### config.mk
export PLATFORM = sky130hd
export DESIGN_NAME = bst_cell
export DESIGN_NICKNAME = d
export VERILOG_FILES = /design/src/rtl/bst_pkg.sv /design/src/rtl/bst_cell.sv
export SDC_FILE = /design/constraint.sdc
export NUM_CORES = 1
export LEC_CHECK = 0
export BUFFER_PORTS_ARGS = -buffer_cell sky130_fd_sc_hd__buf_4
export CORE_AREA = 2 2 39 41
export DETAILED_ROUTE_END_ITERATION = 8
export DIE_AREA = 0 0 41 43
export PLACE_DENSITY_LB_ADDON = 0.3
export SETUP_SLACK_MARGIN = 0.02
export SLEW_MARGIN = 0
export SYNTH_ARGS = -nofsm -noshare
export SYNTH_HDL_FRONTEND = slang
export SYNTH_SLANG_ARGS = --single-unit
### constraint.sdc
create_clock -name vclk -period 3.15
set_input_delay 0.315 -clock vclk [all_inputs]
set_output_delay 0.315 -clock vclk [all_outputs]
set_load 0.01 [all_outputs]
### src/rtl/bst_pkg.sv
// ----------------------------------------------------------------------------
// bst_pkg
// Shared types and codes for the binary skeleton thinning core.
// ----------------------------------------------------------------------------
`default_nettype none

package bst_pkg;

	// command codes carried by the opcode field
	localparam logic [1:0] OP_WRITE = 2'd0;
	localparam logic [1:0] OP_THIN  = 2'd1;
	localparam logic [1:0] OP_READ  = 2'd2;

	// rule bounds for the neighbour count and ring transitions
	localparam logic [3:0] NB_MIN      = 4'd2;
	localparam logic [3:0] NB_MAX      = 4'd6;
	localparam logic [3:0] RING_ONE    = 4'd1;

	// 3x3 neighbourhood around the pixel under test, ring N, NE, E, SE, S, SW, W, NW
	typedef struct packed {
		logic centre;
		logic p2;
		logic p3;
		logic p4;
		logic p5;
		logic p6;
		logic p7;
		logic p8;
		logic p9;
	} nbhd_t;

endpackage

`default_nettype wire

### src/rtl/bst_cell.sv
// ----------------------------------------------------------------------------
// bst_cell
// Thinning rule for one pixel: decides whether a set pixel is cleared.
// ----------------------------------------------------------------------------
`default_nettype none

module bst_cell (
	input  var bst_pkg::nbhd_t nb,
	input  logic               second,
	output logic               clear_ok
);
	import bst_pkg::*;

	logic [7:0] ring;
	logic [7:0] ring_next;
	logic [3:0] set_cnt;
	logic [3:0] rise_cnt;
	logic       t1;
	logic       t2;

	assign ring      = {nb.p9, nb.p8, nb.p7, nb.p6, nb.p5, nb.p4, nb.p3, nb.p2};
	assign ring_next = {nb.p2, nb.p9, nb.p8, nb.p7, nb.p6, nb.p5, nb.p4, nb.p3};
	assign set_cnt   = 4'($countones(ring));
	assign rise_cnt  = 4'($countones(~ring & ring_next));

	always_comb begin
		if (!second) begin
			t1 = !(nb.p2 & nb.p4 & nb.p6);
			t2 = !(nb.p4 & nb.p6 & nb.p8);
		end else begin
			t1 = !(nb.p2 & nb.p4 & nb.p8);
			t2 = !(nb.p2 & nb.p6 & nb.p8);
		end
	end

	assign clear_ok = nb.centre && (set_cnt >= NB_MIN) && (set_cnt <= NB_MAX)
		&& (rise_cnt == RING_ONE) && t1 && t2;

endmodule

`default_nettype wire

; ---- Word-level counts from Yosys, hierarchy flattened
; Index checks and enable logic that the tools add are counted.
[word_totals]
reg_bits = 0
input_bits = 10
word_cells = 37
[classes]
n_addsub = 14
n_lt_le_gt_ge = 2
eq_ne = 1
muxes = 2
n_bitwise = 9
n_reduce_logical = 9
[op_table]
columns = operator, n
row1 = 1-bit by 1-bit adder with 2-bit output, 8
row2 = 2-bit by 2-bit adder with 3-bit output, 4
row3 = 3-bit by 3-bit adder with 4-bit output, 2
row4 = 8-bit bitwise AND, 1
row5 = 8-bit NOT, 1
row6 = 1-bit bitwise AND, 7
row7 = 1-bit logical AND, 5
row8 = "4-bit by 1-bit equality test with 1-bit output, second input constant", 1
row9 = "4-bit by 2-bit greater-or-equal comparator with 1-bit output, second input constant", 1
row10 = "4-bit by 3-bit <= comparator with 1-bit output, second input constant", 1
row11 = 1-bit logical NOT, 4
row12 = 1-bit 2-to-1 mux, 2

; ---- Longest topological paths before layout
[logic_depth]
ltp_word = 9
mapped_depth = 12
mapped_depth_nobuf = 12

; ---- Least setup slack after synthesis
; No wires, ideal clock.
[synth_path]
kind = input to output
start = input nb[7] in the netlist's numbering
end = output clear_ok
arrival_time_ps = 3149
slack_ps = -314
path_stages = 10
path_buffers = 0
cell_sequence = inv_1 > nand2_1 > fa_1 > inv_1 > fa_1 > fa_1 > ha_1 > fa_1 > nor4_1 > and4_1
[synth_between]
elab_chain_cells = 9
[synth_rtl]
columns = item, line_no
row1 = from (decl), bst_cell.sv:8  ; input var bst_pkg::nbhd_t nb,
row2 = 1-bit by 1-bit adder with 2-bit output (not written as such) / 8-bit NOT (equally long branches), "bst_cell.sv:23, bst_cell.sv:24"
row3 = 2-bit by 2-bit adder with 3-bit output (not written as such) / 8-bit bitwise AND (equally long branches), "bst_cell.sv:23, bst_cell.sv:24"
row4 = 3-bit by 3-bit adder with 4-bit output (not written as such) / 1-bit by 1-bit adder with 2-bit output (equally long branches), "bst_cell.sv:23, bst_cell.sv:24"
row5 = 4-bit by 2-bit greater-or-equal comparator with 1-bit output / 2-bit by 2-bit adder with 3-bit output (equally long branches), "bst_cell.sv:36, bst_cell.sv:24"
row6 = 1-bit logical AND / 3-bit by 3-bit adder with 4-bit output (equally long branches), "bst_cell.sv:36, bst_cell.sv:24"
row7 = 1-bit logical AND / 4-bit by 1-bit equality test with 1-bit output (equally long branches), "bst_cell.sv:36, bst_cell.sv:37"
row8 = 1-bit logical AND (2 in series), bst_cell.sv:37  ; && (rise_cnt == RING_ONE) && t1 && t2;
row9 = 1-bit logical AND (*), bst_cell.sv:37
row10 = to (decl), bst_cell.sv:10  ; output logic clear_ok
; Mark *: on every way between the ends. The rest lies on a longest branch, timed or not.

; ---- Worst setup path in the final report
[layout_path]
start = input nb[3] in the netlist's numbering
end = output clear_ok
; The elaborated chain is that of the path after synthesis.

==> reports/metrics.cfg <==
[layout]
fillers = 137
diodes = 0
final_cell_area_um2 = 686
drive_gt1_share_pct = 53.9
multi_input_area_um2 = 412
syn_to_final_growth_pct = 57.0
nFlopsAndLatches = 0
nets = 103
register_area_um2 = 0
clkbuf_count = 0

[power_and_ir_drop]
ir_worst_vdd_mv = 0.0932
clockPowerShare_pct = 0
swShare_pct = 46.6
p_switching_uw = 75.3
total_power_uw = 161
p_int_uw = 86.2
powerDensity_mw_per_mm2 = 236
pwr-share-comb_pct = 100.0
cellLeakagePower_uw = 0.000364
pwr-share-seq_pct = 0

[detailed_routing]
viasPerCell = 4.37
drt_iter0_markers = 0
vias = 402
wire_per_inst_um = 10.6
ant_nets = 0
drcViolationCount = 0
routed_wl_um = 978
dr.pass1.iters = 1

[placed_design]
routabilityCongestion = 0.720
port_buffers = 11
hpwl_um = 892
postPlaceCellArea_um2 = 617

[setup_path]
crit_family = adder cells
cp.depth = 12
cp_max_fo = 3
cp.required_ns = 2.83
cp.arrival_ns = 3.30
crit_slowest_cell = fa_1
max_stage_delay_ns = 0.56
crit_buf_inv = 4
cp_common_cell = fa_1
crit_type = in -> out
end_kind = output pin
cp_cell_sequence = buf_8 > buf_6 > nand2_4 > fa_1 > inv_2 > fa_1 > fa_1 > ha_2 > fa_2 > nor4_2 > and4_1 > buf_6
cp-start-kind = primary input

[outcome]
outcome = finished, violations left
violations = setup timing

[timing]
slew_viol_final = 0
max_slew_margin_pct = 81.6
tightest_slew_ns = 0.273
finalCritPeriodShare_pct = 115
rsz0062_at_grt = true
hold_viol = 0
min_period_ns = 3.61
fmax_ghz = 0.277
setup_violations = 1
worst_slack_ns = -0.461

[global_route]
gr-total-overflow = 0
antenna_found_initial = 0
track_usage_pct = 12.7
grt_pass1_vias = 433
grt_pass1_wl_um = 1570
grt_max_degree = 4

[die]
ios = 11
core_area_mm2 = 0.00138
die_h_um = 43
start_util_pct = 31.6
die_w_um = 41
fp-row-count = 14
design.die.area_mm2 = 0.00176

[flow_run]
cap_violations = 0

[yosys]
synth.top_cell.area_share_pct = 36.7
post-synth-top-area-cell = fa_1
synthesis.area_um2 = 437
synth_common_cells = inv_1 (14), fa_1 (8), ha_1 (7)
syn_nets = 77
netlist_top_cells_area = fa_1 (37%), ha_1 (20%), inv_1 (12%), nand2_1 (5.2%), nor2b_1 (2.9%)
syn_avg_cell_area_um2 = 8.40
ys_seq_area_share_pct = 0
post-synth-top-count-cell = inv_1
syn-instance-count = 52
yosysUniqueCellTypes = 18
yosysWarnings = 0

[worst_hold_path]
min_path_type = in -> out
worst_hold_path.endpoint = clear_ok
worstHoldStart = nb[7]
hold_depth = 4

[clocking]
cts_hold_buf = 0

## placed cells by master (no fill, tap or decap), types with 2 or more instances in the layout
cell type | synthesis | layout
nand2_1 | 6 | 3
nor2_1 | 3 | 3
nor4_2 | 1 | 2
fa_2 | 0 | 2
buf_6 | 0 | 2
ha_1 | 7 | 5
buf_4 | 0 | 21
ha_2 | 0 | 2
fa_1 | 8 | 6
nand2_2 | 0 | 2
inv_2 | 1 | 6
inv_1 | 14 | 8
## routing by layer
metal | GRT usage, % | wire length [um]
met1 | 14.0 | 401
met2 | 25.9 | 545
met3 | 0 | 31
met4 | 0 | 0
met5 | 0 | 0
## area by class of cell
type,count,share of cell area (%)
Multi-Input combinational cell,37,60.0
Timing Repair Buffer,24,28.5
Inverter,15,8.58
Tap cell,16,2.92
## worst max-delay path by stage
stage | from | endpoint | slack (ns)
after global routing | nb[3] | clear_ok | -0.58
after global placement | nb[6] | clear_ok | -0.52
final | nb[3] | clear_ok | -0.46
after CTS | nb[7] | clear_ok | -0.51
after detailed placement | nb[1] | clear_ok | -0.54
after floorplan | nb[1] | clear_ok | -0.22
## what timing repair did
item	CTS	global route
setup endpoints to repair	1	1
hold endpoints to repair	0	0
setup buffers	1	2
resized for setup	6	13
pin swaps	10	12
## power by group through the flow
stage	Combinational [uW]	Clock (uW)	Sequential, uW
final	161	0	0
after global routing	188	0	0
after CTS	147	0	0
after detailed placement	139	0	0
after global placement	134	0	0
after floorplan	93.7	0	0
## cells by family (layout without fill, tap and decap cells)
group | count (synthesis) | in the layout | synth area share, %
simple gates | 16 | 16 | 20.3
buf+inv | 15 | 39 | 12.9
fa+ha+maj | 15 | 15 | 56.7
xor+xnor | 1 | 1 | 2.01
compound gates | 5 | 5 | 8.02
## metrics by stage
stage	hold slack (ns)	setup slack [ns]	util (%)	setup TNS (ns)	instances
final	1.05	-0.461	49.5	-0.461	92
after CTS	1.08	-0.507	45.8	-0.507	90
after global routing	1.06	-0.583	49.5	-0.583	92
after global placement	1.07	-0.518	44.6	-0.518	89
after floorplan	0.845	-0.223	-	-0.223	52
after detailed placement	1.06	-0.537	44.6	-0.537	89
(Power assumes the default switching activity.)
